--- src/hdl/wcts_pkg.sv ---
// ----------------------------------------------------------------------------
// wcts_pkg
// Shared types and constants of the wall column texture shader.
// ----------------------------------------------------------------------------
package wcts_pkg;

  // Register indexes, as seen at paddr[4:2]
  localparam logic [2:0] REG_PROJ_DIST  = 3'd0;
  localparam logic [2:0] REG_BOB_OFFSET = 3'd1;
  localparam logic [2:0] REG_LIGHT_GRAD = 3'd2;
  localparam logic [2:0] REG_TEX_WIDTH  = 3'd3;
  localparam logic [2:0] REG_TEX_STRIDE = 3'd4;

  localparam logic [19:0] PROJ_DIST_RST  = 20'd65536;
  localparam logic [15:0] BOB_OFFSET_RST = 16'd0;
  localparam logic [15:0] LIGHT_GRAD_RST = 16'd786;
  localparam logic [8:0]  TEX_WIDTH_RST  = 9'd128;
  localparam logic [8:0]  TEX_STRIDE_RST = 9'd128;

  // Shared divider widths
  localparam int unsigned DIV_NW = 53;  // dividend / quotient
  localparam int unsigned DIV_DW = 37;  // divisor / remainder

  localparam int unsigned QDEPTH = 4;   // front to back queue

  typedef enum logic {
    OP_WRITE = 1'b0,
    OP_DRAW  = 1'b1
  } op_e;

  typedef struct packed {
    logic        mode;
    logic [13:0] tex_addr;
    logic [23:0] texel_data;
    logic [20:0] wall_dist;
    logic [15:0] wall_offset;
    logic [9:0]  column_x;
  } in_beat_t;

  typedef struct packed {
    logic [9:0]  out_column;
    logic [5:0]  out_row;
    logic [23:0] pixel_color;
    logic [6:0]  column_end;
    logic        last;
  } out_beat_t;

  typedef struct packed {
    logic [19:0] proj_dist;
    logic [15:0] bob_offset;
    logic [15:0] light_grad;
    logic [8:0]  tex_width;
    logic [8:0]  tex_row_stride;
  } cfg_t;

  // Classified item as held in the queue
  typedef struct packed {
    op_e         op;
    logic [13:0] addr;
    logic [23:0] texel;
    logic [20:0] wdist;  // zero already mapped to one LSB
    logic [15:0] offset;
    logic [9:0]  column;
  } q_entry_t;

  typedef struct packed {
    logic              start;
    logic [5:0]        steps;
    logic [DIV_NW-1:0] dividend;  // left aligned
    logic [DIV_DW-1:0] divisor;
  } div_req_t;

  typedef struct packed {
    logic              busy;
    logic              done;
    logic [DIV_NW-1:0] quot;
    logic [DIV_DW-1:0] rem;
  } div_stat_t;

endpackage

--- src/hdl/wcts_front.sv ---
// ----------------------------------------------------------------------------
// wcts_front
// Accepts input beats, classifies them and queues them for the back end.
// ----------------------------------------------------------------------------
module wcts_front (
  input  logic               clk_i,
  input  logic               rst_ni,
  input  logic               in_valid_i,
  output logic               in_stall_o,
  input  wcts_pkg::in_beat_t in_beat_i,
  output logic               q_valid_o,
  output wcts_pkg::q_entry_t q_entry_o,
  input  logic               q_pop_i
);

  localparam int unsigned PW = $clog2(wcts_pkg::QDEPTH);

  wcts_pkg::q_entry_t        mem_q [wcts_pkg::QDEPTH];
  logic [PW-1:0]             wr_ptr_q, wr_ptr_d, rd_ptr_q, rd_ptr_d;
  logic [PW:0]               cnt_q, cnt_d;
  logic                      push, pop;
  wcts_pkg::q_entry_t        ent;

  assign in_stall_o = (cnt_q == (PW+1)'(wcts_pkg::QDEPTH));
  assign push       = in_valid_i && !in_stall_o;
  assign q_valid_o  = (cnt_q != '0);
  assign pop        = q_pop_i && q_valid_o;
  assign q_entry_o  = mem_q[rd_ptr_q];

  always_comb begin
    ent.op     = in_beat_i.mode ? wcts_pkg::OP_DRAW : wcts_pkg::OP_WRITE;
    ent.addr   = in_beat_i.tex_addr;
    ent.texel  = in_beat_i.texel_data;
    ent.wdist  = (in_beat_i.wall_dist == '0) ? 21'd1 : in_beat_i.wall_dist;
    ent.offset = in_beat_i.wall_offset;
    ent.column = in_beat_i.column_x;
  end

  always_comb begin
    wr_ptr_d = push ? wr_ptr_q + PW'(1) : wr_ptr_q;
    rd_ptr_d = pop ? rd_ptr_q + PW'(1) : rd_ptr_q;
    cnt_d    = cnt_q + (PW+1)'(push) - (PW+1)'(pop);
  end

  always_ff @(posedge clk_i or negedge rst_ni) begin
    if (!rst_ni) begin
      wr_ptr_q <= '0;
      rd_ptr_q <= '0;
      cnt_q    <= '0;
    end else begin
      wr_ptr_q <= wr_ptr_d;
      rd_ptr_q <= rd_ptr_d;
      cnt_q    <= cnt_d;
    end
  end

  always_ff @(posedge clk_i) begin
    if (push) begin
      mem_q[wr_ptr_q] <= ent;
    end
  end

endmodule

--- config.mk ---
export PLATFORM = sky130hd
export DESIGN_NAME = wcts_front
export DESIGN_NICKNAME = d
export VERILOG_FILES = /design/src/hdl/wcts_pkg.sv /design/src/hdl/wcts_front.sv
export SDC_FILE = /design/constraint.sdc
export NUM_CORES = 1
export LEC_CHECK = 0
export BUFFER_PORTS_ARGS = -buffer_cell sky130_fd_sc_hd__clkbuf_2
export CAP_MARGIN = 10
export CORE_MARGIN = 10
export CORE_UTILIZATION = 39
export CTS_CLUSTER_SIZE = 25
export DETAILED_ROUTE_END_ITERATION = 10
export GPL_TIMING_DRIVEN = 0
export PLACE_DENSITY = 0.61
export SLEW_MARGIN = 25
export SYNTH_ARGS = -nofsm -noshare
export SYNTH_HDL_FRONTEND = slang
export SYNTH_SLANG_ARGS = --single-unit
export TNS_END_PERCENT = 100
--- constraint.sdc ---
create_clock -name clk_i -period 5.14 [get_ports clk_i]
set_input_delay 0.514 -clock clk_i [delete_from_list [all_inputs] [get_ports clk_i]]
set_output_delay 0.514 -clock clk_i [all_outputs]
set_load 0.05 [all_outputs]
; ---- Word level (Yosys, flattened, before mapping)
; Memories as Yosys holds them, arrays and structs flattened.
; Cells that the tools add are included.
[op_classes]
muxes = 4
n_eq_ne = 1
n_addsub = 4
n_reduce_logical = 5
[op_table]
columns = op, n
row1 = $logic_not A21 Y1, 1
row2 = $mux W21, 1
row3 = $add A2 B1 Y2 const B, 2
row4 = $add A3 B1 Y3, 1
row5 = $eq A3 B3 Y1 const B, 1
row6 = $mux W1, 3
row7 = $reduce_bool A3 Y1, 1
row8 = $sub A3 B1 Y3, 1
row9 = $logic_and A1 B1 Y1, 2
row10 = $logic_not A1 Y1, 1
[totals]
ram_bits = 344
input_bits = 90
wordCells = 18
output_inout_bits = 88
memories = 1
reg_bits = 7
[memory_table]
columns = name, depth, word_bits, read_ports, rd_ports_with_merged_regs, wr, line
row1 = mem_q, 4, 86, 1, 0, 1, wcts_front.sv:18  ; wcts_pkg::q_entry_t mem_q [wcts_pkg::QDEPTH];

; ---- Longest topological paths before layout
[depth]
depth_word = 5
depth_mapped = 10
ltp_nobuf = 10

; ---- Least setup slack after synthesis
; OpenSTA, ideal clock, no wires.
[synth_path]
path_type = register to register
start = register cnt_q[1]
end = memory mem_q[0][0] (netlist bit) (enable)
path_buffers = 0
setup_time_ns = 0.643
period_less_slack_ns = 3.788
required_time_ns = 4.497
slack_ns = 1.352
arrival_ns = 3.144
path_stages_with_launch = 4
path_cell_list = dfrtp_1 -> nor3b_1 -> nor2b_1 -> and2_1
[synth_via]
elab_chain_cells = 5
[synth_lines]
columns = item, line
row1 = from (decl), wcts_front.sv:20  ; logic [PW:0] cnt_q, cnt_d;
row2 = from (signal assigned), wcts_front.sv:53  ; cnt_q <= cnt_d;
row3 = $eq A3 B3 Y1, wcts_front.sv:24  ; assign in_stall_o = (cnt_q == (PW+1)'(wcts_pkg::QDEPTH));
row4 = via in_stall_o, wcts_front.sv:9  ; output logic in_stall_o,
row5 = $logic_not A1 Y1, wcts_front.sv:25  ; assign push = in_valid_i && !in_stall_o;
row6 = $logic_and A1 B1 Y1, wcts_front.sv:25
row7 = $mux W1, wcts_front.sv:58  ; if (push) begin
row8 = $mux W1 (implied by the code), wcts_front.sv:59  ; mem_q[wr_ptr_q] <= ent;
row9 = to (decl), wcts_front.sv:18
; The timed path passes the listed nets, and every way through them passes these cells.

==> results by group <==
Status
  – Status: finished clean

Critical path
  – Reg2reg setup slack: 2.69 ns
  – CP top delay family: buffers and inverters
  – Crit Path Category: reg -> out
  – Startpoint Class: flip-flop
  – R2R Path End: cnt_q[2]$_DFF_PN0_
  – Cell Chain, Critical Path: buf_2 > buf_2 > buf_2 > mux4_2 > clkbuf_2
  – Crit Reg-Reg Startpoint: cnt_q[2]$_DFF_PN0_
  – Worst EP arrival: 2.40 ns
  – Crit path max fanout: 10
  – FF-to-FF path depth: 10
  – CP most frequent cell: buf_2
  – Buf+Inv Stages, Crit Path: 4
  – Delay of the slowest critical-path stage: 0.38 ns
  – Slowest cell on crit path: buf_2
  – WP data required: 4.63 ns
  – CP endpoint kind: primary output

Placement
  – RePlAce Congestion: 0.7692
  – Port Buf Inserts: 177
  – HPWL after DPL: 17480 um
  – Post-place setup slack: 2.641 ns
  – Placed cells: 1139

Timing
  – Sum Neg Setup Slack: 0 ns
  – Worst Tran Pin Value: 0.7772 ns
  – PnR worst setup slack: 2.227 ns
  – Fmax: 343.2 MHz
  – Hold Vio Cnt, Final: 0
  – Final count of pins violating max slew: 0
  – Fin crit share: 56.68%
  – Final Critical Period: 2.913 ns
  – Hold_ws: 0.2111 ns
  – Setup Viol. Count Final: 0
  – Slew HR: 48.18%
  – Clk_skew: 0.01443 ns
  – RSZ-0062 raised after global routing: false

Synthesis
  – Avg Inst Size Synth: 25.27 sq um
  – Synth top cells by count: edfxtp_1, mux4_2, clkbuf_1
  – Synth unique cells: 24
  – Area share of the largest cell type after synthesis: 79.85%
  – EDFF count, synth: 344
  – Most frequent cell after synthesis: edfxtp_1
  – Seq cells post-synth: 351
  – Synth warn: 0
  – Synthesized Nets: 609
  – Post-synthesis sequential area ratio: 81.21%
  – Cell taking the most area after synthesis: edfxtp_1
  – Asr flop ratio synth: 1.994%
  – Mapped Cells: 512
  – Main synth FF type: edfxtp_1
  – Synth area leaders: edfxtp_1, mux4_2, dfrtp_1
  – Synth Cell Area: 12940 sq um

Clock network
  – Deepest clock path buffer count: 3
  – Post-CTS setup buffers: 0
  – Worst-Skew Late Latency: 0.52 ns
  – TritonCTS buffer count: 37
  – TritonCTS clock tree: yes
  – CTS root buf: clkbuf_16
  – Clk slew on worst S/H paths: 0.06 ns
  – Hold Buf Count CTS: 1
  – H-tree depth: 2
  – Post-CTS Resized: 0
  – CTS sink count: 351

Layout
  – # fillers: 2666
  – Finished Layout Cells: 1206
  – Final nets: 834
  – Share of cells above drive strength 1: 45.03%
  – Area Overhead vs Synth: 21.94%
  – ANT cells: 0

Global routing
  – Number of global-route vias before repair: 6734
  – GRT Resource Usage Total: 12.86%
  – Pin count of the biggest net entering global routing: 43
  – Global-route wire length before repair: 40540 um
  – Grt total ovfl: 0
  – Antenna violations before repair: 1

Floorplan
  – Initial Util: 39.66%
  – Io pins: 178
  – Core ar.: 32620 sq um
  – Total die area: 40850 sq um
  – Die Ht: 202.1 um
  – Die span in x: 202.1 um
  – FP Rows: 66

Min path
  – Worst Hold Class: in -> reg
  – Hold path depth: 1
  – Hold Path End: mem_q[2][17]$_DFFE_PP_
  – Hold_sp: in_beat_i[17]

Pwr
  – Combinational power share: 39.3%
  – Switching pwr: 4.082 mW
  – Leak: 5.423 nW
  – Flop pwr share: 36.7%
  – Worst vdd ir: 0.0004729 V
  – Switching share of power: 38.32%
  – Clock power share: 24.1%
  – Internal power: 6.571 mW
  – Total Power: 10.65 mW
  – Power Density: 675.4 nW/um^2

Detailed routing
  – Avg Vias per Cell: 4.945
  – Routed WL per cell: 21.96 um
  – Final WL: 26490 um
  – First drt pass iteration count: 4
  – First DRT Iteration DRCs: 322
  – Vias: 5964
  – Post-route ant nets: 0
  – DRC: 0

Run
  – Max Cap Viol: 0
per-layer routing:
metal  wire length, um  GRT usage [%]  vias to the layer above
li1                  -              -                     2613
met1             11130          16.26                     3135
met2             13190          21.33                      169
met3              1589          3.550                       45
met4               562          3.677                        2
met5                13              0                        -
power groups by stage:
stage	sequential [mW]	combinational [mW]	clock, mW
after floorplan	3.97	3.17	0
after global placement	4.03	4.13	0
after detailed placement	3.97	4.28	0
after CTS	3.91	4.29	2.65
after global routing	3.95	4.44	2.76
final	3.91	4.18	2.57
through the flow:
step           utilization, %  area [sq um]
5_1_grt                 48.36         15770
6_report                48.36         15770
3_3_place_gp            44.07         14380
4_1_cts                 48.36         15770
2_1_floorplan               -         12940
3_5_place_dp            44.71         14580
cells by family (layout without fill, tap and decap cells):
group | Yosys count | count (layout) | share of synthesized area [%]
fa+ha+maj | 7 | 7 | 0.7351
simple gates | 14 | 14 | 0.6674
mux | 87 | 87 | 15.06
compound gates | 2 | 2 | 0.1354
xor+xnor | 5 | 5 | 0.3385
buf+inv | 46 | 298 | 1.857
flops | 351 | 351 | 81.21
sequential cells by signal, summed over array words and instances (netlist names):
| register | count |
|---|---|
| cnt_q | 3 |
| mem_q | 344 |
| rd_ptr_q | 2 |
| wr_ptr_q | 2 |
worst max-delay path by stage:
stage / from / to / slack [ns] / depth (start not counted)
5_1_grt: rd_ptr_q[1]$_DFFE_PN0P_ / q_entry_o[78] / 2.09 / 4
4_1_cts: rd_ptr_q[1]$_DFFE_PN0P_ / q_entry_o[78] / 2.14 / 4
3_3_place_gp: in_valid_i / mem_q[3][75]$_DFFE_PP_ / 0.07 / 3
2_1_floorplan: cnt_q[1]$_DFF_PN0_ / mem_q[0][0]$_DFFE_PP_ / 1.35 / 3
6_report: rd_ptr_q[1]$_DFFE_PN0P_ / q_entry_o[50] / 2.23 / 5
3_5_place_dp: in_valid_i / cnt_q[2]$_DFF_PN0_ / 2.64 / 10
area by class of cell:
type                    instances  area, sq um  area share, %
plain buffers                  40        217.7          1.380
clock buffers                  46        959.7          6.084
clock inverters                20        221.5          1.404
inverters                       6        22.52         0.1428
multi-input cells             115         2201          13.95
flip-flops and latches        351        10510          66.60
well taps                     442        553.0          3.506
repair buffers                186         1094          6.933
cell usage in the layout (no fill, tap or decap), types with 4 or more instances in the layout:
cell type	netlist	routed
ha_1	6	6
clkinv_2	0	6
edfxtp_1	344	344
clkinv_1	0	6
buf_4	4	4
clkbuf_16	0	37
nor4_1	5	5
mux4_2	86	86
buf_16	0	5
clkbuf_1	24	33
buf_2	8	8
and2_4	0	4
clkbuf_2	0	177
inv_1	6	6
buf_12	1	4
xnor2_1	4	4
dfrtp_1	7	7
bufinv_16	0	4
Note: power is estimated with default switching activity, not from simulation.
