### src/hdl/wcts_pkg.sv
// ----------------------------------------------------------------------------
// wcts_pkg
// Shared types and constants of the wall column texture shader.
// ----------------------------------------------------------------------------
package wcts_pkg;

  // Register indexes, as seen at paddr[4:2]
  localparam logic [2:0] REG_PROJ_DIST  = 3'd0;
  localparam logic [2:0] REG_BOB_OFFSET = 3'd1;
  localparam logic [2:0] REG_LIGHT_GRAD = 3'd2;
  localparam logic [2:0] REG_TEX_WIDTH  = 3'd3;
  localparam logic [2:0] REG_TEX_STRIDE = 3'd4;

  localparam logic [19:0] PROJ_DIST_RST  = 20'd65536;
  localparam logic [15:0] BOB_OFFSET_RST = 16'd0;
  localparam logic [15:0] LIGHT_GRAD_RST = 16'd786;
  localparam logic [8:0]  TEX_WIDTH_RST  = 9'd128;
  localparam logic [8:0]  TEX_STRIDE_RST = 9'd128;

  // Shared divider widths
  localparam int unsigned DIV_NW = 53;  // dividend / quotient
  localparam int unsigned DIV_DW = 37;  // divisor / remainder

  localparam int unsigned QDEPTH = 4;   // front to back queue

  typedef enum logic {
    OP_WRITE = 1'b0,
    OP_DRAW  = 1'b1
  } op_e;

  typedef struct packed {
    logic        mode;
    logic [13:0] tex_addr;
    logic [23:0] texel_data;
    logic [20:0] wall_dist;
    logic [15:0] wall_offset;
    logic [9:0]  column_x;
  } in_beat_t;

  typedef struct packed {
    logic [9:0]  out_column;
    logic [5:0]  out_row;
    logic [23:0] pixel_color;
    logic [6:0]  column_end;
    logic        last;
  } out_beat_t;

  typedef struct packed {
    logic [19:0] proj_dist;
    logic [15:0] bob_offset;
    logic [15:0] light_grad;
    logic [8:0]  tex_width;
    logic [8:0]  tex_row_stride;
  } cfg_t;

  // Classified item as held in the queue
  typedef struct packed {
    op_e         op;
    logic [13:0] addr;
    logic [23:0] texel;
    logic [20:0] wdist;  // zero already mapped to one LSB
    logic [15:0] offset;
    logic [9:0]  column;
  } q_entry_t;

  typedef struct packed {
    logic              start;
    logic [5:0]        steps;
    logic [DIV_NW-1:0] dividend;  // left aligned
    logic [DIV_DW-1:0] divisor;
  } div_req_t;

  typedef struct packed {
    logic              busy;
    logic              done;
    logic [DIV_NW-1:0] quot;
    logic [DIV_DW-1:0] rem;
  } div_stat_t;

endpackage

### src/hdl/wcts_div.sv
// ----------------------------------------------------------------------------
// wcts_div
// Shared restoring divider, one quotient bit per cycle.
// ----------------------------------------------------------------------------
module wcts_div (
  input  logic                clk_i,
  input  logic                rst_ni,
  input  wcts_pkg::div_req_t  req_i,
  output wcts_pkg::div_stat_t stat_o
);

  localparam int unsigned NW = wcts_pkg::DIV_NW;
  localparam int unsigned DW = wcts_pkg::DIV_DW;

  logic [NW-1:0] q_q, q_d;
  logic [DW-1:0] rem_q, rem_d, div_q, div_d;
  logic [5:0]    cnt_q, cnt_d;
  logic          busy_q, busy_d, done_q, done_d;
  logic [DW:0]   trial;
  logic          fits;

  assign trial = {rem_q, q_q[NW-1]};
  assign fits  = (trial >= {1'b0, div_q});

  always_comb begin
    q_d    = q_q;
    rem_d  = rem_q;
    div_d  = div_q;
    cnt_d  = cnt_q;
    busy_d = busy_q;
    done_d = 1'b0;
    if (req_i.start) begin
      q_d    = req_i.dividend;
      rem_d  = '0;
      div_d  = req_i.divisor;
      cnt_d  = req_i.steps;
      busy_d = 1'b1;
    end else if (busy_q) begin
      rem_d = fits ? DW'(trial - {1'b0, div_q}) : DW'(trial);
      q_d   = {q_q[NW-2:0], fits};
      cnt_d = cnt_q - 6'd1;
      if (cnt_q == 6'd1) begin
        busy_d = 1'b0;
        done_d = 1'b1;
      end
    end
  end

  always_ff @(posedge clk_i or negedge rst_ni) begin
    if (!rst_ni) begin
      busy_q <= 1'b0;
      done_q <= 1'b0;
      cnt_q  <= '0;
    end else begin
      busy_q <= busy_d;
      done_q <= done_d;
      cnt_q  <= cnt_d;
    end
  end

  always_ff @(posedge clk_i) begin
    q_q   <= q_d;
    rem_q <= rem_d;
    div_q <= div_d;
  end

  assign stat_o.busy = busy_q;
  assign stat_o.done = done_q;
  assign stat_o.quot = q_q;
  assign stat_o.rem  = rem_q;

endmodule

### config.mk
export PLATFORM = sky130hd
export DESIGN_NAME = wcts_div
export DESIGN_NICKNAME = d
export VERILOG_FILES = /design/src/hdl/wcts_pkg.sv /design/src/hdl/wcts_div.sv
export SDC_FILE = /design/constraint.sdc
export NUM_CORES = 1
export LEC_CHECK = 0
export BUFFER_PORTS_ARGS = -buffer_cell sky130_fd_sc_hd__buf_4
export CAP_MARGIN = 25
export CORE_ASPECT_RATIO = 1.2
export CORE_UTILIZATION = 40
export CTS_CLUSTER_SIZE = 14
export DETAILED_ROUTE_END_ITERATION = 8
export GPL_TIMING_DRIVEN = 0
export PLACE_DENSITY_LB_ADDON = 0.08
export SLEW_MARGIN = 20
export SYNTH_ARGS = -nofsm -noshare
export SYNTH_HDL_FRONTEND = slang
export SYNTH_SLANG_ARGS = --single-unit
### constraint.sdc
create_clock -name clk_i -period 3.35 [get_ports clk_i]
set_clock_uncertainty 0.05 [all_clocks]
set_input_delay 0.1675 -clock clk_i [delete_from_list [all_inputs] [get_ports clk_i]]
set_output_delay 0.1675 -clock clk_i [all_outputs]
set_load 0.005 [all_outputs]
## Word-level counts from Yosys, hierarchy flattened

Cells that the tools add are included.

| word-level totals | value |
|---|---|
| register bits after elaboration | 135 |
| bits in latches | 0 |
| memory bits (writable) | 0 |
| memory bits (read-only) | 0 |
| input port bits | 99 |
| output and inout bits | 92 |
| logic and storage cells | 22 |
| memories kept | 0 |

| operators by class | value |
|---|---|
| add/subtract/negate cells | 2 |
| multipliers | 0 |
| divide/modulo/power cells | 0 |
| magnitude comparators | 1 |
| equal/unequal tests | 1 |
| shifts and indexed selects | 0 |
| mux-type cells | 11 |
| bitwise gates (word level) | 0 |
| reductions and logical operators | 1 |

Operator list:

| cell | count |
|---|---|
| $mux 53 | 2 |
| $ge 38x37->1 | 1 |
| $mux 37 | 1 |
| $sub 37x37->37 | 1 |
| $mux 6 | 2 |
| $eq 6x1->1 const B | 1 |
| $mux 1 | 6 |
| $sub 6x1->6 const B | 1 |
| $reduce_bool 2->1 | 1 |

## Logic depth before layout (Yosys ltp)

Gate-level depths: netlist (run 1).

| logic depth | value |
|---|---|
| word-level depth | 4 |
| depth in mapped cells | 13 |
| depth with buffers taken out | 12 |

## Worst setup path before layout (run 1)

No wires, ideal clock.

| timing path | value |
|---|---|
| path type | reg-to-reg |
| start | register q_q[52] |
| end | register q_q[0] (data pin) |
| library setup time | 0.260 ns |
| arrival time | 2.602 ns |
| required time | 3.040 ns |
| path slack | 0.438 ns |
| cell stages (with the launch flop) | 13 |
| buffers on the path | 0 |
| period minus slack after synthesis | 2.912 ns |
| path through | edfxtp_1 -> inv_1 -> ha_1 -> inv_1 -> fa_1 -> a211oi_1 -> o21a_1 -> a211o_1 -> a21oi_4 -> o21ai_4 -> a21o_4 -> nand2_1 -> mux2_2 |

| on the way | value |
|---|---|
| longest elaborated chain between the ends | 3 |

RTL lines:

| what | RTL line | RTL |
|---|---|---|
| from (decl) | wcts_div.sv:15 | `logic [NW-1:0] q_q, q_d;` |
| from (signal assigned) | wcts_div.sv:62 | `q_q <= q_d;` |
| $ge 38x37->1 | wcts_div.sv:23 | `assign fits = (trial >= {1'b0, div_q});` |
| $mux 53 | wcts_div.sv:38 | `end else if (busy_q) begin` |
| $mux 53 | wcts_div.sv:32 | `if (req_i.start) begin` |
| net q_d[0] | wcts_div.sv:15 |  |

The timed path passes the listed nets, and every way through them passes these cells. The select of a mux whose other input is x is not followed.
A chain may end at the register's enable or synchronous reset.

## Final worst setup path (run 1)

| timing path | value |
|---|---|
| start | register q_q[52] |
| end | register rem_q[27] |

| on the way | value |
|---|---|
| longest elaborated chain between the ends | 2 |
| elaborated cells between the ends (all ways) | 3 |
| classes of those cells | add/sub: 1; order compare: 1; mux: 1 |

RTL lines:

| what | RTL line | RTL |
|---|---|---|
| $sub 37x37->37 / $ge 38x37->1 (equally long branches) | wcts_div.sv:39, wcts_div.sv:23 |  |
| $mux 37 (*) | wcts_div.sv:39 | `rem_d = fits ? DW'(trial - {1'b0, div_q}) : DW'(trial);` |
| to (signal assigned) | wcts_div.sv:63 | `rem_q <= rem_d;` |
| to (decl) | wcts_div.sv:16 | `logic [DW-1:0] rem_q, rem_d, div_q, div_d;` |

Every way passes the cells marked *; elsewhere a longest branch is shown, timed or not.

==> results of run 1 <==
state kept, by name, summed over array words and instances (netlist names):
signal / count
busy_q: 1
cnt_q: 6
div_q: 37
done_q: 1
q_q: 53
rem_q: 37
logic make-up after synthesis:
kind of cell / share of synthesized area [%]
compound gates: 19.0
simple gates: 11.8
flops: 46.3
buf+inv: 5.14
mux: 7.72
fa+ha+maj: 6.46
xor+xnor: 3.56
through the flow:
step	worst slack (ps)	utilization, %	power (mW)
floorplan	438	-	4.49
finish	203	58.7	7.60
detailed placement	7.96	50.5	5.65
global placement	-715	50.4	5.64
CTS	72.5	58.5	7.61
global route	0.0602	58.7	8.08
final timing paths:
check	from	end	slack (ps)	cells after the start
worst max register to register	q_q[52]	rem_q[27]	200	13
max in group asynchronous	rst_ni	cnt_q[0]	3060	2
worst max-delay path	q_q[52]	rem_q[27]	200	13
worst min-delay path	rst_ni	done_q	50	2
min in group clk_i	req_i[96]	div_q[13]	200	1
worst min register to register	rem_q[9]	rem_q[9]	470	2
cell usage in the layout (no fill, tap or decap), types with 6 or more instances in the layout:
| cell | synthesis | layout |
|---|---|---|
| xnor2_1 | 20 | 20 |
| o21ai_1 | 26 | 26 |
| a21o_1 | 17 | 17 |
| nor3_1 | 7 | 7 |
| edfxtp_1 | 90 | 90 |
| nor4_1 | 15 | 15 |
| nor2_1 | 50 | 50 |
| o21ai_0 | 29 | 29 |
| ha_1 | 39 | 39 |
| nand3_1 | 40 | 40 |
| and3_1 | 11 | 11 |
| a31oi_1 | 6 | 6 |
| o211ai_1 | 8 | 8 |
| o21a_1 | 7 | 6 |
| a211oi_1 | 9 | 9 |
| inv_1 | 49 | 49 |
| buf_4 | 5 | 195 |
| nand2_1 | 33 | 31 |
| mux2_2 | 53 | 53 |
| dfxtp_1 | 37 | 37 |
| a311oi_1 | 22 | 22 |
| dfrtp_1 | 8 | 8 |
| or3_1 | 6 | 6 |
| nand4_1 | 8 | 8 |
| clkbuf_1 | 32 | 33 |
| a21oi_1 | 38 | 38 |
| xor2_1 | 12 | 12 |
| dlygate4sd3_1 | 0 | 97 |
| clkbuf_16 | 0 | 17 |
layer usage:
layer	vias to the layer above	share of wire (%)	GRT usage, %
met5	-	0	0
met4	0	2.8	9.80
met3	40	5.8	5.80
met2	221	49	40.7
met1	3391	42	28.6
li1	3474	-	-
worst reg2reg max path, stage by stage, from the launching register on:
cell,delay [ps]
edfxtp_1,420
inv_1,80
ha_1,150
inv_1,50
fa_1,420
a211oi_1,290
o21a_2,230
a211o_4,170
a21oi_4,90
o21ai_4,260
a21o_4,200
buf_4,200
nand3_1,100
a311oi_1,330
repair_timing:
action,CTS,global route
hold buffers,96,1
pin swaps,1,0
endpoints found under the setup margin,1,9
gates resized for setup,1,4
endpoints found under the hold margin,103,1
area by class of cell:
class / instances / area, um^2
timing repair buffer: 287 / 2400
clock inverter: 14 / 139
inverter: 49 / 184
multi-input combinational: 524 / 3850
sequential: 135 / 3640
tap: 256 / 320
fill: 1700 / 7880
clock buffer: 18 / 429
buffer: 46 / 220
power by group through the flow:
stage	logic, mW	registers [mW]	clock network (mW)
after detailed placement	3.18	2.47	0
final	3.32	2.44	1.85
after CTS	3.29	2.44	1.88
after global routing	3.65	2.48	1.95
after global placement	3.17	2.47	0
after floorplan	2.09	2.39	0
==> flow_summary.yaml, run 1 <==
outcome:
  status: "completed"
global_routing:
  grtUsageTotal_pct: 23.9
  grt_antenna_before_repair: 0
  grt_pass1_wl_um: 36800
  overflow: 0
  grt_start_max_net_pins: 55
  grt_pass1_vias: 7056
clock_network:
  cts_buffers: 17
  cts-root-buf: "clkbuf_16"
  cts_max_level: 4
  cts.sink_count: 135
  path_clk_slew_ps: 60
  clk_latency_ps: 430
  cts_tree: "built"
  ctsLongestPathBuffers: 2
  cts_setup_buffers: 0
final_layout:
  layout.cells.non_filler: 1329
  final_layout_size_suffix_gt1_share_pct: 29.3
  diodes: 0
  syn2layout_area_growth_pct: 42.2
  final_net_count: 1199
  design_area_um2: 11200
routing:
  route.antenna.remaining_nets: 0
  drt-pass1-iter-count: 5
  via_per_inst: 5.36
  drc_errors: 0
  wire_per_inst_um: 17.8
  routed_wl_um: 23700
  drt-initial-drc-count: 454
  via_count: 7126
power_and_ir_drop:
  switching_share_pct: 38.2
  p_seq_share_pct: 32.0
  ir_drop_mv: 0.470
  combinationalPowerShare_pct: 43.6
  net-switching-power_mw: 2.91
  p_clk_share_pct: 24.3
  intPower_mw: 4.70
  power.density_nw_per_um2: 680
  p_leak_nw: 4.82
setup_path:
  arrival_ps: 3410
  cp_top_family: "compound AO/OA/AOI/OAI gates"
  crit_path_max_fanout: 10
  path_class: "reg2reg"
  cp.required_ps: 3620
  crit_path_end_kind: "flop"
  path_buf_inv: 3
  crit_path_frequent_cell: "inv_1"
  slowest_delay_ps: 420
  cp_cell_sequence: "inv_1, ha_1, inv_1, fa_1, a211oi_1, o21a_2, a211o_4, a21oi_4, o21ai_4, a21o_4, buf_4, nand3_1, a311oi_1"
  cp-start-kind: "flop"
  worst_path_max_delay_cell: "edfxtp_1"
yosys:
  yosysMostFrequentCell: "edfxtp_1"
  synth_warnings: 0
  synth_top_area_share_pct: 34.4
  yosys.area.top_type: "edfxtp_1"
  syn_inst: 754
  async_reset_ff_share_pct: 5.93
  synth_edf_count: 90
  syn_nets: 893
  synthFlopType: "edfxtp_1"
  synth_seq_area_share_pct: 46.3
  ys_seq_elements: 135
  synth.area.top_cells: "edfxtp_1 (34%), dfxtp_1 (9.4%), mux2_2 (7.6%)"
  synth_cell_types: 68
  synth.top_cells.by_count: "edfxtp_1 (90), mux2_2 (53), nor2_1 (50), inv_1 (49), nand3_1 (40)"
  postSynthAreaPerCell_um2: 10.4
  synth_area_um2: 7870
placed_design:
  dpl.cell_count: 1200
  post_dp_cell_area_um2: 9620
  gp_congestion: 0.898
  dp_hpwl_um: 16800
  io_buffers: 190
floorplanning:
  initial_core_util_pct: 41.3
  dieArea_um2: 20200
  io-pin-count: 191
  rows: 55
  die_y_um: 156
  design.core.area_um2: 19100
  die_x_um: 130
min_path:
  min_path_type: "in2async"
sta:
  fin_setup_tns_ps: 0
  tightest_slew_ps: 841
  finalHoldViolations: 0
  period_share_pct: 94.0
  relSlewSlack_pct: 43.6
  finalSetupViolations: 0
  max_freq_mhz: 318
  drv_slew: 0
  whs_ps: 53.1
  grt_setup_unrepaired: "no"
  min_period_ps: 3150
job:
  drv_cap: 0
Power figures use the tool's default switching activity.
==> run 2, diff against run 1 <==
--- a/config.mk
+++ b/config.mk
@@ -7,6 +7,8 @@
 export LEC_CHECK = 0
 export BUFFER_PORTS_ARGS = -buffer_cell sky130_fd_sc_hd__buf_4
 export CAP_MARGIN = 25
+export CELL_PAD_IN_SITES_DETAIL_PLACEMENT = 1
+export CELL_PAD_IN_SITES_GLOBAL_PLACEMENT = 1
 export CORE_ASPECT_RATIO = 1.2
 export CORE_UTILIZATION = 40
 export CTS_CLUSTER_SIZE = 14
==> constraint.sdc (replaced) <==
create_clock -name clk_i -period 3.35 [get_ports clk_i]
set_clock_uncertainty 0.05 [all_clocks]
set_input_delay 0.335 -clock clk_i [delete_from_list [all_inputs] [get_ports clk_i]]
set_output_delay 0.335 -clock clk_i [all_outputs]
set_load 0.005 [all_outputs]
==> flow_summary.yaml, run 2 (synthesized netlist as in run 1, its figures left out) <==
setup_path:
  crit_path_end_kind: "flop"
  cp.required_ps: 3560
  crit_path_max_fanout: 6
  r2r_start: "rem_q[1]"
  r2r_cells: 9
  path_class: "reg2reg"
  arrival_ps: 3460
  reg2reg_to: "rem_q[25]"
  critPathLaunch: "rem_q[1]"
  reg2reg_slack_ps: 100
  cp-start-kind: "flop"
routing:
  via_per_inst: 5.69
  drt-initial-drc-count: 319
  routed_wl_um: 25500
  route.antenna.remaining_nets: 0
  wire_per_inst_um: 20.7
  drc_errors: 0
  via_count: 7013
  drt-pass1-iter-count: 4
sta:
  finalHoldViolations: 0
  max_freq_mhz: 308
  finalSetupViolations: 0
  tightest_slew_ps: 786
  relSlewSlack_pct: 47.3
  min_period_ps: 3250
  whs_ps: 31.7
  period_share_pct: 97.0
  fin_setup_tns_ps: 0
  worst_slack_ps: 99.8
  grt_setup_unrepaired: "no"
  drv_slew: 0
min_path:
  min_path_type: "in2reg"
  holdCritStartpoint: "req_i[11]"
  worst_hold_path.num_cells: 1
  hold_end: "div_q[11]"
final_layout:
  fillers: 2138
  reg_top3: "q_q x53, div_q x37, rem_q x37"
  multi_input_area_um2: 3860
  layout.cells.non_filler: 1233
  syn2layout_area_growth_pct: 30.5
  final_cell_mix: "buf_4 (196), edfxtp_1 (90), mux2_2 (53)"
  final_layout_size_suffix_gt1_share_pct: 32.4
  fin_util_pct: 53.9
  largest_register: "q_q"
  design_area_um2: 10300
  diodes: 0
  mostFrequentLayoutCell: "buf_4"
  seq_area_um2: 3640
  largest_register_ffs: 53
  final_net_count: 1104
clock_network:
  cts_max_level: 4
  cts_tree: "built"
  ctsLongestPathBuffers: 2
  cts-root-buf: "clkbuf_16"
  clk_latency_ps: 430
  cts.sink_count: 135
  cts_buffers: 17
  path_clk_slew_ps: 70
placed_design:
  dpl.cell_count: 1200
  post_dp_cell_area_um2: 9620
  gp_congestion: 0.896
  io_buffers: 190
  pre_cts_ws_ps: -85.6
  dp_hpwl_um: 18900
global_routing:
  grt_antenna_before_repair: 0
  grt_start_max_net_pins: 55
  grt_pass1_wl_um: 40300
  overflow: 0
  grt_pass1_vias: 7611
  grtUsageTotal_pct: 26.2
floorplanning:
  dieArea_um2: 20200
  rows: 55
  die_y_um: 156
  initial_core_util_pct: 41.3
  design.core.area_um2: 19100
  io-pin-count: 191
  die_x_um: 130
outcome:
  status: "completed"
power_and_ir_drop:
  power.density_nw_per_um2: 752
  p_leak_nw: 4.43
  ir_drop_mv: 0.472
  p_total_mw: 7.72
job:
  drv_cap: 0
## run 2: cell types whose count changed in the layout (fill, tap and decap cells not counted), sizes merged
cell         before  now
dlygate4sd3      97    1
clkinv            4    1
clkinvlp          2    4
buf             204  205
bufinv            1    2
clkbuf           50   49
## run 2: area by class of cell
type | count | share of cell area (%)
multi-input combinational | 524 | 37.6
sequential | 135 | 35.5
timing repair buffer | 192 | 14.1
clock buffer | 17 | 4.14
tap | 256 | 3.12
buffer | 46 | 2.18
inverter | 49 | 1.79
clock inverter | 14 | 1.61
## run 2: worst max path at each step
| stage | endpoint | slack (ps) | cells after the start |
|---|---|---|---|
| detailed placement | q_q[0] | -90 | 12 |
| floorplan | q_q[0] | 440 | 12 |
| finish | rem_q[25] | 100 | 9 |
| CTS | q_q[0] | 40 | 12 |
| global route | q_q[0] | 10 | 11 |
| global placement | q_q[8] | -580 | 5 |
## run 2: routing by layer
metal | track usage (%) | routed length (um)
met5 | 0 | 0
met4 | 11.6 | 780
met3 | 6.34 | 1510
met2 | 46.6 | 13100
met1 | 29.4 | 10100
## run 2: timing repair
item | 4_1_cts | 5_1_grt
hold endpoints to repair | 8 | 0
buffers inserted | 0 | 1
cloned | 0 | 0
pin swaps | 1 | 2
setup endpoints to repair | 5 | 21
gates resized for setup | 2 | 6
hold buffers | 1 | 0
## run 2: power by group
part	switching, mW	leakage (nW)	internal [mW]
Sequential	0.323	1.32	2.12
Clock	0.813	0.277	1.11
Combinational	1.87	2.83	1.47
Total	3.01	4.43	4.71
## run 2: worst max-delay path, cell delays in order (launching register included)
cell,delay [ps]
dfxtp_1,460
ha_1,370
o211ai_1,200
a21oi_1,110
o2111a_1,310
o21ai_0,580
a21oi_1,320
or3_1,420
o211ai_1,130
a311oi_1,140
==> run 3, diff against run 2 <==
--- a/config.mk
+++ b/config.mk
@@ -5,12 +5,13 @@
 export SDC_FILE = /design/constraint.sdc
 export NUM_CORES = 1
 export LEC_CHECK = 0
+export ABC_AREA = 1
 export BUFFER_PORTS_ARGS = -buffer_cell sky130_fd_sc_hd__buf_4
 export CAP_MARGIN = 25
 export CELL_PAD_IN_SITES_DETAIL_PLACEMENT = 1
 export CELL_PAD_IN_SITES_GLOBAL_PLACEMENT = 1
 export CORE_ASPECT_RATIO = 1.2
-export CORE_UTILIZATION = 40
+export CORE_UTILIZATION = 39
 export CTS_CLUSTER_SIZE = 14
 export DETAILED_ROUTE_END_ITERATION = 8
 export GPL_TIMING_DRIVEN = 0
==> flow_summary.yaml, run 3 <==
clock_network:
  cts_resized: 0
  ctsLongestPathBuffers: 2
  cts_tree: "built"
  cts.sink_count: 135
  clk_latency_ps: 430
  cts_max_level: 4
  cts_buffers: 17
  path_clk_slew_ps: 70
  cts-root-buf: "clkbuf_16"
routing:
  wire_per_inst_um: 16.3
  routed_wl_um: 27400
  drc_errors: 0
  via_count: 8232
  drt-pass1-iter-count: 7
  via_per_inst: 4.88
  route.antenna.remaining_nets: 0
  drt-initial-drc-count: 271
final_layout:
  syn2layout_area_growth_pct: 28.0
  diodes: 0
  largest_register: "q_q"
  final_net_count: 1544
  final_cell_mix: "nand2_1 (495), buf_4 (195), inv_1 (190)"
  reg_top3: "q_q x53, div_q x37, rem_q x37"
  fillers: 2748
  largest_register_ffs: 53
  fin_util_pct: 51.5
  mostFrequentLayoutCell: "nand2_1"
  final_layout_size_suffix_gt1_share_pct: 18.2
setup_path:
  crit_path_max_fanout: 10
  cp-start-kind: "flop"
  critPathLaunch: "q_q[52]"
  arrival_ps: 3080
  reg2reg_slack_ps: 520
  r2r_cells: 17
  reg2reg_to: "rem_q[13]"
  r2r_start: "q_q[52]"
  cp.required_ps: 3600
  cp-endpoint: "rem_q[13]"
  path_class: "reg2reg"
  crit_path_end_kind: "flop"
sta:
  finalHoldViolations: 0
  min_period_ps: 2830
  finalSetupViolations: 0
  drv_slew: 0
  fin_setup_tns_ps: 0
  tightest_slew_ps: 726
  worst_slack_ps: 524
  max_freq_mhz: 354
  grt_setup_unrepaired: "no"
  period_share_pct: 84.4
  relSlewSlack_pct: 51.6
floorplanning:
  design.core.area_um2: 21200
  initial_core_util_pct: 40.2
  dieArea_um2: 22400
  die_x_um: 137
  io-pin-count: 191
  rows: 58
  die_y_um: 164
power_and_ir_drop:
  p_total_mw: 7.53
  ir_drop_mv: 0.373
  p_leak_nw: 5.79
  switching_share_pct: 40.1
  p_clk_share_pct: 26.2
  intPower_mw: 4.51
  net-switching-power_mw: 3.02
  power.density_nw_per_um2: 690
  p_seq_share_pct: 30.5
  combinationalPowerShare_pct: 43.3
global_routing:
  grt_antenna_before_repair: 0
  overflow: 0
  grt_pass1_vias: 8733
  grt_start_max_net_pins: 39
  grtUsageTotal_pct: 25.5
  grt_pass1_wl_um: 43600
yosys:
  syn_nets: 1333
  synth.area.top_cells: "edfxtp_1 (32%), nand2_1 (22%), dfxtp_1 (8.7%)"
  synth_seq_area_share_pct: 42.8
  synth.top_cells.by_count: "nand2_1 (495), inv_1 (190), nand3_1 (91), edfxtp_1 (90), nor2_1 (66)"
  synth_cell_types: 40
  synth_top_area_share_pct: 31.7
  synth_area_um2: 8520
  yosysMostFrequentCell: "nand2_1"
  synthFlopType: "edfxtp_1"
  postSynthAreaPerCell_um2: 7.14
  yosys.area.top_type: "edfxtp_1"
  synth_edf_count: 90
  synth_warnings: 0
  syn_inst: 1194
  ys_seq_elements: 135
  async_reset_ff_share_pct: 5.93
placed_design:
  io_buffers: 190
  pre_cts_ws_ps: 563
  gp_congestion: 0.894
  dp_hpwl_um: 21300
min_path:
  min_path_type: "in2reg"
outcome:
  status: "completed"
job:
  drv_cap: 0
==> run 3: cells by family after synthesis <==
kind of cell               synth area share, %
xor gates and xnor gates                  1.95
AOI/OAI and AO/OA                         4.35
and+or+nand+nor                           34.0
DFF                                       42.8
adders and majority gates                 5.96
buffers and inverters                     11.0
==> run 3: layout make-up <==
class                      instances  area (um^2)  share of cell area [%]
buffer                            34          186                    1.71
clock inverter                    14          163                    1.49
timing repair buffer             192         1460                    13.3
clock buffer                      18          429                    3.93
tap                              270          338                    3.10
multi-input combinational        825         3940                    36.1
sequential                       135         3640                    33.4
inverter                         200          751                    6.88
==> run 3: metrics by stage <==
stage	hold slack, ps	instance area, um^2	std cells
floorplan	-10.6	8520	1194
global placement	113	10300	1654
detailed placement	117	10300	1655
CTS	6.58	10900	1688
global route	8.29	10900	1688
finish	20.4	10900	1688
==> run 3: timing repair <==
item                      4_1_cts  5_1_grt
setup buffers                   0        0
hold buffers                    1        0
hold endpoints to repair        8        0
==> run 3: worst min-delay path by stage <==
stage / from / to / cells past startpoint
after floorplan: rst_ni / busy_q / 0
after global placement: rst_ni / cnt_q[1] / 1
after detailed placement: rst_ni / cnt_q[1] / 1
after CTS: req_i[26] / div_q[26] / 1
after global routing: req_i[17] / div_q[17] / 1
final: req_i[26] / div_q[26] / 1
==> run 3: worst max-delay path, stage by stage, from the launching register on <==
cell	delay, ps
edfxtp_1	420
inv_1	110
ha_1	160
inv_1	80
fa_1	410
nand2_1	90
nand2_1	90
nand3_2	80
nand2_2	70
nand2_1	80
nand2_2	110
nand2_2	110
nand2_2	70
nand2_2	130
buf_2	320
nand3_1	120
nand3_1	120
o21ai_1	70
==> run 3: layer usage <==
layer / share of wire [%] / global-route usage [%] / up-vias
li1: - / - / 4146
met3: 5.4 / 6.51 / 34
met1: 42 / 28.9 / 3873
met4: 1.8 / 7.89 / 0
met2: 51 / 46.1 / 179
met5: 0 / 0 / -
==> run 3: power by group through the flow <==
stage                     Combinational, mW  Sequential [mW]  Clock (mW)
after floorplan                        2.12             2.30           0
after detailed placement               3.27             2.33           0
after CTS                              3.30             2.30        2.00
final                                  3.26             2.30        1.97
after global routing                   3.68             2.34        2.06
after global placement                 3.20             2.32           0
